<file path="src/rtl/zssf_pkg.sv">
package zssf_pkg;

  // zlib header bytes
  localparam logic [7:0] HdrCmf = 8'h78;
  localparam logic [7:0] HdrFlg = 8'h01;

  // largest stored block payload
  localparam logic [15:0] BlockMax = 16'hFFFF;

  // adler-32 modulus
  localparam logic [16:0] AdlerMod = 17'd65521;

  // depth of the command queue between front and back
  localparam int unsigned QueueDepth = 4;
  localparam int unsigned QPtrW = $clog2(QueueDepth);
  localparam int unsigned QCntW = $clog2(QueueDepth + 1);

  // one classified payload byte and the framing it needs
  typedef struct packed {
    logic        hdr;       // stream header goes first
    logic        blk;       // stored block head goes first
    logic        final_blk; // flag byte value
    logic [15:0] len;       // block length
    logic [7:0]  data;      // payload byte
    logic        trl;       // checksum follows
    logic [15:0] sum_hi;    // adler high sum after this byte
    logic [15:0] sum_lo;    // adler low sum after this byte
  } cmd_t;

endpackage

</file>
<file path="src/rtl/zssf_front.sv">
module zssf_front import zssf_pkg::*; (
  input  logic        clk_i,
  input  logic        rst_ni,
  input  logic        cfg_valid_i,
  input  logic [31:0] cfg_data_i,
  input  logic        accept_i,
  input  logic [7:0]  payload_byte_i,
  output cmd_t        cmd_o
);

  logic [31:0] stream_len_q;
  logic [31:0] rem_q, rem_d;
  logic [15:0] blk_left_q, blk_left_d;
  logic [15:0] lo_q, lo_d;
  logic [15:0] hi_q, hi_d;
  logic        hdr_sent_q, hdr_sent_d;

  logic [31:0] rem;
  logic [15:0] blk_left;
  logic [15:0] lo;
  logic [15:0] hi;
  logic        blk;
  logic [15:0] len;
  logic [16:0] lo_sum;
  logic [15:0] lo_n;
  logic [16:0] hi_sum;
  logic [15:0] hi_n;
  logic        trl;

  // state seen by this byte, reloaded at the start of a stream
  always_comb begin
    if (hdr_sent_q) begin
      rem      = rem_q;
      blk_left = blk_left_q;
      lo       = lo_q;
      hi       = hi_q;
    end else begin
      rem      = (stream_len_q == 32'd0) ? 32'd1 : stream_len_q;
      blk_left = 16'd0;
      lo       = 16'd1;
      hi       = 16'd0;
    end
  end

  // block head and length
  assign blk = (blk_left == 16'd0);
  assign len = (rem > {16'd0, BlockMax}) ? BlockMax : rem[15:0];

  // adler update, add then conditional subtract
  assign lo_sum = {1'b0, lo} + {9'd0, payload_byte_i};
  assign lo_n   = (lo_sum >= AdlerMod) ? 16'(lo_sum - AdlerMod) : lo_sum[15:0];
  assign hi_sum = {1'b0, hi} + {1'b0, lo_n};
  assign hi_n   = (hi_sum >= AdlerMod) ? 16'(hi_sum - AdlerMod) : hi_sum[15:0];

  assign trl = (rem == 32'd1);

  // command for the back part
  always_comb begin
    cmd_o.hdr       = !hdr_sent_q;
    cmd_o.blk       = blk;
    cmd_o.final_blk = (rem == {16'd0, len});
    cmd_o.len       = len;
    cmd_o.data      = payload_byte_i;
    cmd_o.trl       = trl;
    cmd_o.sum_hi    = hi_n;
    cmd_o.sum_lo    = lo_n;
  end

  // next stream state
  always_comb begin
    rem_d      = rem_q;
    blk_left_d = blk_left_q;
    lo_d       = lo_q;
    hi_d       = hi_q;
    hdr_sent_d = hdr_sent_q;
    if (accept_i) begin
      rem_d      = rem - 32'd1;
      blk_left_d = (blk ? len : blk_left) - 16'd1;
      lo_d       = lo_n;
      hi_d       = hi_n;
      hdr_sent_d = !trl;
    end
  end

  always_ff @(posedge clk_i or negedge rst_ni) begin
    if (!rst_ni) begin
      stream_len_q <= 32'd1;
      rem_q        <= 32'd1;
      blk_left_q   <= 16'd0;
      lo_q         <= 16'd1;
      hi_q         <= 16'd0;
      hdr_sent_q   <= 1'b0;
    end else begin
      if (cfg_valid_i) begin
        stream_len_q <= cfg_data_i;
      end
      rem_q      <= rem_d;
      blk_left_q <= blk_left_d;
      lo_q       <= lo_d;
      hi_q       <= hi_d;
      hdr_sent_q <= hdr_sent_d;
    end
  end

endmodule

</file>
<file path="src/rtl/zssf_queue.sv">
module zssf_queue import zssf_pkg::*; (
  input  logic clk_i,
  input  logic rst_ni,
  input  logic wr_i,
  input  cmd_t wr_cmd_i,
  output logic full_o,
  input  logic rd_i,
  output cmd_t head_o,
  output logic empty_o
);

  cmd_t             mem_q [QueueDepth];
  logic [QPtrW-1:0] wr_ptr_q;
  logic [QPtrW-1:0] rd_ptr_q;
  logic [QCntW-1:0] cnt_q;
  logic             do_wr;
  logic             do_rd;

  assign full_o  = (cnt_q == QCntW'(QueueDepth));
  assign empty_o = (cnt_q == '0);
  assign do_wr   = wr_i && !full_o;
  assign do_rd   = rd_i && !empty_o;
  assign head_o  = mem_q[rd_ptr_q];

  // storage
  always_ff @(posedge clk_i) begin
    if (do_wr) begin
      mem_q[wr_ptr_q] <= wr_cmd_i;
    end
  end

  // pointers and fill level
  always_ff @(posedge clk_i or negedge rst_ni) begin
    if (!rst_ni) begin
      wr_ptr_q <= '0;
      rd_ptr_q <= '0;
      cnt_q    <= '0;
    end else begin
      if (do_wr) begin
        wr_ptr_q <= (wr_ptr_q == QPtrW'(QueueDepth - 1)) ? '0 : wr_ptr_q + 1'b1;
      end
      if (do_rd) begin
        rd_ptr_q <= (rd_ptr_q == QPtrW'(QueueDepth - 1)) ? '0 : rd_ptr_q + 1'b1;
      end
      if (do_wr && !do_rd) begin
        cnt_q <= cnt_q + 1'b1;
      end else if (do_rd && !do_wr) begin
        cnt_q <= cnt_q - 1'b1;
      end
    end
  end

  a_cnt_bound: assert property (@(posedge clk_i) disable iff (!rst_ni)
    cnt_q <= QCntW'(QueueDepth))
    else $error("queue level beyond depth");

endmodule

</file>
<file path="src/rtl/zssf_back.sv">
module zssf_back import zssf_pkg::*; (
  input  logic       clk_i,
  input  logic       rst_ni,
  input  cmd_t       head_i,
  input  logic       q_empty_i,
  output logic       q_rd_o,
  input  logic       pop,
  output logic       empty,
  output logic [7:0] out_byte_o,
  output logic       run_last_o,
  output logic       stream_done_o
);

  // emission phases of one command
  localparam logic [3:0] PhHdr0  = 4'd0;
  localparam logic [3:0] PhHdr1  = 4'd1;
  localparam logic [3:0] PhFlag  = 4'd2;
  localparam logic [3:0] PhLenLo = 4'd3;
  localparam logic [3:0] PhLenHi = 4'd4;
  localparam logic [3:0] PhNLnLo = 4'd5;
  localparam logic [3:0] PhNLnHi = 4'd6;
  localparam logic [3:0] PhData  = 4'd7;
  localparam logic [3:0] PhSumHh = 4'd8;
  localparam logic [3:0] PhSumHl = 4'd9;
  localparam logic [3:0] PhSumLh = 4'd10;
  localparam logic [3:0] PhSumLl = 4'd11;
  localparam logic [3:0] PhNone  = 4'd12;

  logic [3:0]  phase_q, phase_d;
  logic        started_q, started_d;
  logic        out_valid_q, out_valid_d;
  logic [7:0]  byte_q;
  logic        last_q;
  logic        done_q;

  logic [3:0]  cur;
  logic [3:0]  nxt;
  logic [7:0]  sel_byte;
  logic [15:0] nlen;
  logic        advance;
  logic        last;

  assign nlen    = ~head_i.len;
  assign advance = !q_empty_i && (!out_valid_q || pop);

  // current phase, first one of the head command if not yet started
  always_comb begin
    if (started_q) begin
      cur = phase_q;
    end else if (head_i.hdr) begin
      cur = PhHdr0;
    end else if (head_i.blk) begin
      cur = PhFlag;
    end else begin
      cur = PhData;
    end
  end

  // phase sequencing and byte selection
  always_comb begin
    case (cur)
      PhHdr0:  begin nxt = PhHdr1;                         sel_byte = HdrCmf;              end
      PhHdr1:  begin nxt = head_i.blk ? PhFlag : PhData;   sel_byte = HdrFlg;              end
      PhFlag:  begin nxt = PhLenLo;  sel_byte = {7'd0, head_i.final_blk};                 end
      PhLenLo: begin nxt = PhLenHi;  sel_byte = head_i.len[7:0];                          end
      PhLenHi: begin nxt = PhNLnLo;  sel_byte = head_i.len[15:8];                         end
      PhNLnLo: begin nxt = PhNLnHi;  sel_byte = nlen[7:0];                                end
      PhNLnHi: begin nxt = PhData;   sel_byte = nlen[15:8];                               end
      PhData:  begin nxt = head_i.trl ? PhSumHh : PhNone;  sel_byte = head_i.data;         end
      PhSumHh: begin nxt = PhSumHl;  sel_byte = head_i.sum_hi[15:8];                      end
      PhSumHl: begin nxt = PhSumLh;  sel_byte = head_i.sum_hi[7:0];                       end
      PhSumLh: begin nxt = PhSumLl;  sel_byte = head_i.sum_lo[15:8];                      end
      PhSumLl: begin nxt = PhNone;   sel_byte = head_i.sum_lo[7:0];                       end
      default: begin nxt = PhNone;   sel_byte = 8'd0;                                     end
    endcase
  end

  assign last   = (nxt == PhNone);
  assign q_rd_o = advance && last;

  // sequencer state
  always_comb begin
    phase_d     = phase_q;
    started_d   = started_q;
    out_valid_d = out_valid_q && !pop;
    if (advance) begin
      out_valid_d = 1'b1;
      started_d   = !last;
      phase_d     = nxt;
    end
  end

  always_ff @(posedge clk_i or negedge rst_ni) begin
    if (!rst_ni) begin
      phase_q     <= PhHdr0;
      started_q   <= 1'b0;
      out_valid_q <= 1'b0;
    end else begin
      phase_q     <= phase_d;
      started_q   <= started_d;
      out_valid_q <= out_valid_d;
    end
  end

  // output register
  always_ff @(posedge clk_i) begin
    if (advance) begin
      byte_q <= sel_byte;
      last_q <= last;
      done_q <= (cur == PhSumLl);
    end
  end

  assign empty         = !out_valid_q;
  assign out_byte_o    = byte_q;
  assign run_last_o    = last_q;
  assign stream_done_o = done_q;

  a_started_head: assert property (@(posedge clk_i) disable iff (!rst_ni)
    started_q |-> !q_empty_i)
    else $error("command in progress but queue empty");

endmodule

</file>
<file path="src/rtl/zlib_stored_stream_framer_unit.sv">
// path: a payload byte passes the command queue and the output register before it reaches the result side
// throughput: one output byte per cycle from the back sequencer unless stalled or idle;
//   a payload byte yields one to twelve output bytes (header, block head, byte, checksum)
// input: one byte per cycle while the four-entry command queue has room
// reset: asynchronous, clears queue, sequencer and stream state; length reads 1
module zlib_stored_stream_framer_unit import zssf_pkg::*; (
  input  logic        clk_i,
  input  logic        rst_ni,
  input  logic        cfg_valid_i,
  output logic        cfg_ready_o,
  input  logic [31:0] cfg_data_i,
  input  logic        push,
  output logic        full,
  input  logic [7:0]  payload_byte_i,
  input  logic        pop,
  output logic        empty,
  output logic [7:0]  out_byte_o,
  output logic        run_last_o,
  output logic        stream_done_o
);

  cmd_t cmd;
  cmd_t head;
  logic accept;
  logic q_empty;
  logic q_rd;

  assign cfg_ready_o = 1'b1;
  assign accept      = push && !full;

  // front: stream state, adler update, classification
  zssf_front u_front (
    .clk_i         (clk_i),
    .rst_ni        (rst_ni),
    .cfg_valid_i   (cfg_valid_i),
    .cfg_data_i    (cfg_data_i),
    .accept_i      (accept),
    .payload_byte_i(payload_byte_i),
    .cmd_o         (cmd)
  );

  // command queue
  zssf_queue u_queue (
    .clk_i   (clk_i),
    .rst_ni  (rst_ni),
    .wr_i    (accept),
    .wr_cmd_i(cmd),
    .full_o  (full),
    .rd_i    (q_rd),
    .head_o  (head),
    .empty_o (q_empty)
  );

  // back: byte sequencer and output register
  zssf_back u_back (
    .clk_i        (clk_i),
    .rst_ni       (rst_ni),
    .head_i       (head),
    .q_empty_i    (q_empty),
    .q_rd_o       (q_rd),
    .pop          (pop),
    .empty        (empty),
    .out_byte_o   (out_byte_o),
    .run_last_o   (run_last_o),
    .stream_done_o(stream_done_o)
  );

  a_done_is_last: assert property (@(posedge clk_i) disable iff (!rst_ni)
    (!empty && stream_done_o) |-> run_last_o)
    else $error("checksum end not marked as last");

endmodule

</file>
<file path="config.mk">
export PLATFORM = sky130hd
export DESIGN_NAME = zlib_stored_stream_framer_unit
export DESIGN_NICKNAME = d
export VERILOG_FILES = /design/src/rtl/zssf_pkg.sv /design/src/rtl/zssf_front.sv /design/src/rtl/zssf_queue.sv /design/src/rtl/zssf_back.sv /design/src/rtl/zlib_stored_stream_framer_unit.sv
export SDC_FILE = /design/constraint.sdc
export NUM_CORES = 1
export LEC_CHECK = 0
export ABC_AREA = 1
export BUFFER_PORTS_ARGS = -buffer_cell sky130_fd_sc_hd__buf_2
export CORE_MARGIN = 2
export CORE_UTILIZATION = 40
export DETAILED_ROUTE_END_ITERATION = 8
export PLACE_DENSITY_LB_ADDON = 0.25
export SYNTH_ARGS = -nofsm -noshare
export SYNTH_HDL_FRONTEND = slang
export SYNTH_SLANG_ARGS = --single-unit
</file>
<file path="constraint.sdc">
create_clock -name clk_i -period 5.6 [get_ports clk_i]
set_input_delay 0.84 -clock clk_i [delete_from_list [all_inputs] [get_ports clk_i]]
set_output_delay 0.84 -clock clk_i [all_outputs]
set_load 0.03 [all_outputs]
</file>
==> flow_summary.yaml <==
outcome:
  outcome: "finished, final reports clean"
finish:
  multiInputGateArea_mm2: 0.00847
  fin_nets: 2537
  nFillCells: 4855
  final_layout_size_suffix_gt1_share_pct: 15.9
  regArea_mm2: 0.0107
  layoutNonFillerInstCount: 3158
  area_growth_pct: 15.3
  antennaDiodeCount: 0
worst_setup_path:
  rrSetupSlack_ns: 0.39
  crit_path_frequent_cell: "nand2_1"
  cp.depth: 31
  slowest_stage: "fa_2"
  ff2ff_path_depth: 31
  start_kind: "register"
  worstSetupPathType: "reg2reg"
  cp_slowest_stage_delay_ns: 0.52
  r2r_start: "u_front.hdr_sent_q"
  critPathLaunch: "u_front.hdr_sent_q"
  crit_required_ns: 5.89
  critical_path_buf_inv_count: 5
  r2r_end: "u_queue.mem_q[1][21]"
  endpoint_kind: "register"
  crit_arrival_ns: 5.50
  cpLargestDelayFamily: "simple AND/OR/NAND/NOR gates"
  worst-path-max-fanout: 8
  critPathCapture: "u_queue.mem_q[1][21]"
synthesis:
  synth_compound_area_share_pct: 10.1
  synthFlopType: "edfxtp_1"
  synth_most_common_cell: "nand2_1"
  yosysTopAreaCell: "edfxtp_1"
  synth_adder_area_share_pct: 2.59
  yosys.area_share.simple_pct: 25.9
  synthTopCellsByArea: "edfxtp_1, dfrtp_1, nand2_1"
  yosysSeqAreaShare_pct: 52.9
  async_flop_share_pct: 33.5
  netlist.area_leader.share_pct: 37.2
  synth_edf_count: 250
  synthMuxAreaShare_pct: 0.0558
  synth_cell_types: 62
  synth_commonest_cells: "nand2_1, nor2_1, edfxtp_1, inv_1, o21ai_0"
  synth-warning-count: 0
  syn_nets: 2430
  syn_area_per_cell_um2: 8.60
  netlist_instances: 2345
  synth_area_mm2: 0.0202
  ys_seq_elements: 376
  synth_top_family_by_area: "simple AND/OR/NAND/NOR gates"
  synth_xor_xnor_area_share_pct: 1.86
global_routing:
  grt_start_max_net_pins: 84
  grt_pass1_vias: 15964
  grt_pass1_wl_mm: 88.0
  track_usage_pct: 21.3
  antenna_found_initial: 1
  grt-ovfl-total: 0
cts:
  cts-root-buf: "clkbuf_16"
  cts_buffers: 43
  clock_sinks: 376
  clk_pin_slew_worst_paths_ns: 0.06
  clock_path_buffers: 3
  cts_tree: "yes"
  h-tree-depth: 2
  clock_latency_ns: 0.59
power:
  power_w: 0.0152
  netSwitchingFraction_pct: 44.5
  power_density_mw_per_mm2: 652
  ir_drop_mv: 0.370
  comb_power_share_pct: 52.3
  p_int_w: 0.00841
  p_seq_share_pct: 29.3
  leakage_nw: 9.93
  pwr-share-clk_pct: 18.4
  p_sw_w: 0.00675
floorplanning:
  fp.coreArea_mm2: 0.0500
  die_area_mm2: 0.0523
  io_pins: 58
  rows: 82
  initial_core_util_pct: 40.4
  die_h_um: 229
  die_width_um: 229
sta:
  slew_viol_final: 0
  whs_ns: 0.284
  timing.final.crit_period_ns: 5.21
  relSlewSlack_pct: 29.4
  tightest_slew_ns: 1.05
  fmax_mhz: 192
  min_period_over_period_pct: 93.0
  setup_tns_ns: 0
  fin_worst_skew_ns: 0.0341
  hold_viol_final: 0
  setup_violations: 0
placement:
  globalplace.congestion: 0.921
  portBuffers: 56
  place_inst: 3074
  dp_hpwl_mm: 38.2
detailed_routing:
  drt_wl_total_mm: 55.2
  antenna_left: 0
  wire_per_inst_um: 17.5
  via_per_inst: 5.16
  drtPass1Iterations: 5
  initialDrtViolationCount: 1217
  drc: 0
  via_count: 16290
worst_hold_path:
  hold_path.class: "in2async"
run:
  drv_cap: 0
-- how the worst min path moves through the flow --
stage	startpoint	end	slack, ns	depth (start not counted)
floorplan	u_front.rem_q[1]	u_front.rem_q[1]	0.44	2
global placement	u_front.lo_q[0]	u_front.lo_q[0]	0.46	2
detailed placement	u_front.lo_q[0]	u_front.lo_q[0]	0.46	2
CTS	rst_ni	u_front.hi_q[14]	0.34	1
global route	rst_ni	u_front.hi_q[14]	0.34	1
finish	rst_ni	u_front.hi_q[14]	0.28	1
-- worst register-to-register path: cells and delay by family, from the launching register on --
kind | cells | cell delay (ns)
and+or+nand+nor | 22 | 2.55
AOI/OAI and AO/OA | 1 | 0.19
DFF | 1 | 0.50
adders and majority gates | 3 | 1.08
buffers and inverters | 5 | 0.59
-- cell type report --
type                    instances  area share [%]
clock inverters                26            1.17
repair buffers                146            4.14
flip-flops and latches        376            45.9
well taps                     672            3.61
multi-input cells            1639            36.4
clock buffers                  53            4.83
inverters                     246            3.98
-- logic make-up after synthesis --
family	Yosys count
and+or+nand+nor	1197
DFF	376
AOI/OAI and AO/OA	358
buffers and inverters	330
xor gates and xnor gates	42
adders and majority gates	40
other	1
muxes	1
-- through the flow --
step | setup WS [ns] | util, % | instance area, um^2
6_report | 0.390 | 46.6 | 23300
5_1_grt | -0.0383 | 46.6 | 23300
4_1_cts | 0.117 | 46.0 | 23000
3_5_place_dp | -0.0934 | 43.2 | 21600
3_3_place_gp | 0.0128 | 43.2 | 21600
2_1_floorplan | 0.0567 | - | 20200
-- flip-flops by register name, summed over array words and instances, names as in the netlist --
register	count
u_queue.mem_q	240
u_back.started_q	1
u_back.stream_done_o	1
u_front.blk_left_q	16
u_front.hi_q	16
u_front.hdr_sent_q	1
u_back.phase_q	4
u_back.out_valid_q	1
u_queue.wr_ptr_q	2
u_front.stream_len_q	32
u_front.lo_q	16
u_queue.rd_ptr_q	2
u_back.run_last_o	1
u_back.out_byte_o	8
u_queue.cnt_q	3
u_front.rem_q	32
-- cell usage in the layout, fill, tap and decap left out, types with 43 or more instances in the layout --
cell type  count
inv_1        221
nand2_1      635
clkbuf_16     43
nor2_1       245
edfxtp_1     250
buf_2         55
buf_4         90
o21ai_0      183
a21oi_1       58
nand4_1       59
dfrtp_1      121
nand3_1       97
-- what timing repair did --
item	in CTS	in global routing
endpoints found under the setup margin	0	80
hold buffers	0	0
gates resized for setup	0	78
setup buffers	0	5
-- power groups by stage --
| stage | combinational [W] | clock (W) | sequential, W |
|---|---|---|---|
| floorplan | 0.00492 | 0 | 0.00450 |
| global placement | 0.00745 | 0 | 0.00446 |
| detailed placement | 0.00755 | 0 | 0.00448 |
| CTS | 0.00758 | 0.00285 | 0.00444 |
| global route | 0.00888 | 0.00296 | 0.00451 |
| finish | 0.00792 | 0.00280 | 0.00444 |
-- metal layers --
metal	GRT usage [%]	up-vias	wire (um)	share of wire, %
li1	-	8017	-	-
met1	28.3	7812	24800	45
met2	35.2	358	25900	47
met3	3.71	103	2750	5.0
met4	7.01	0	1720	3.1
met5	0	-	0	0
No activity file was read; power rests on OpenSTA's default activity.
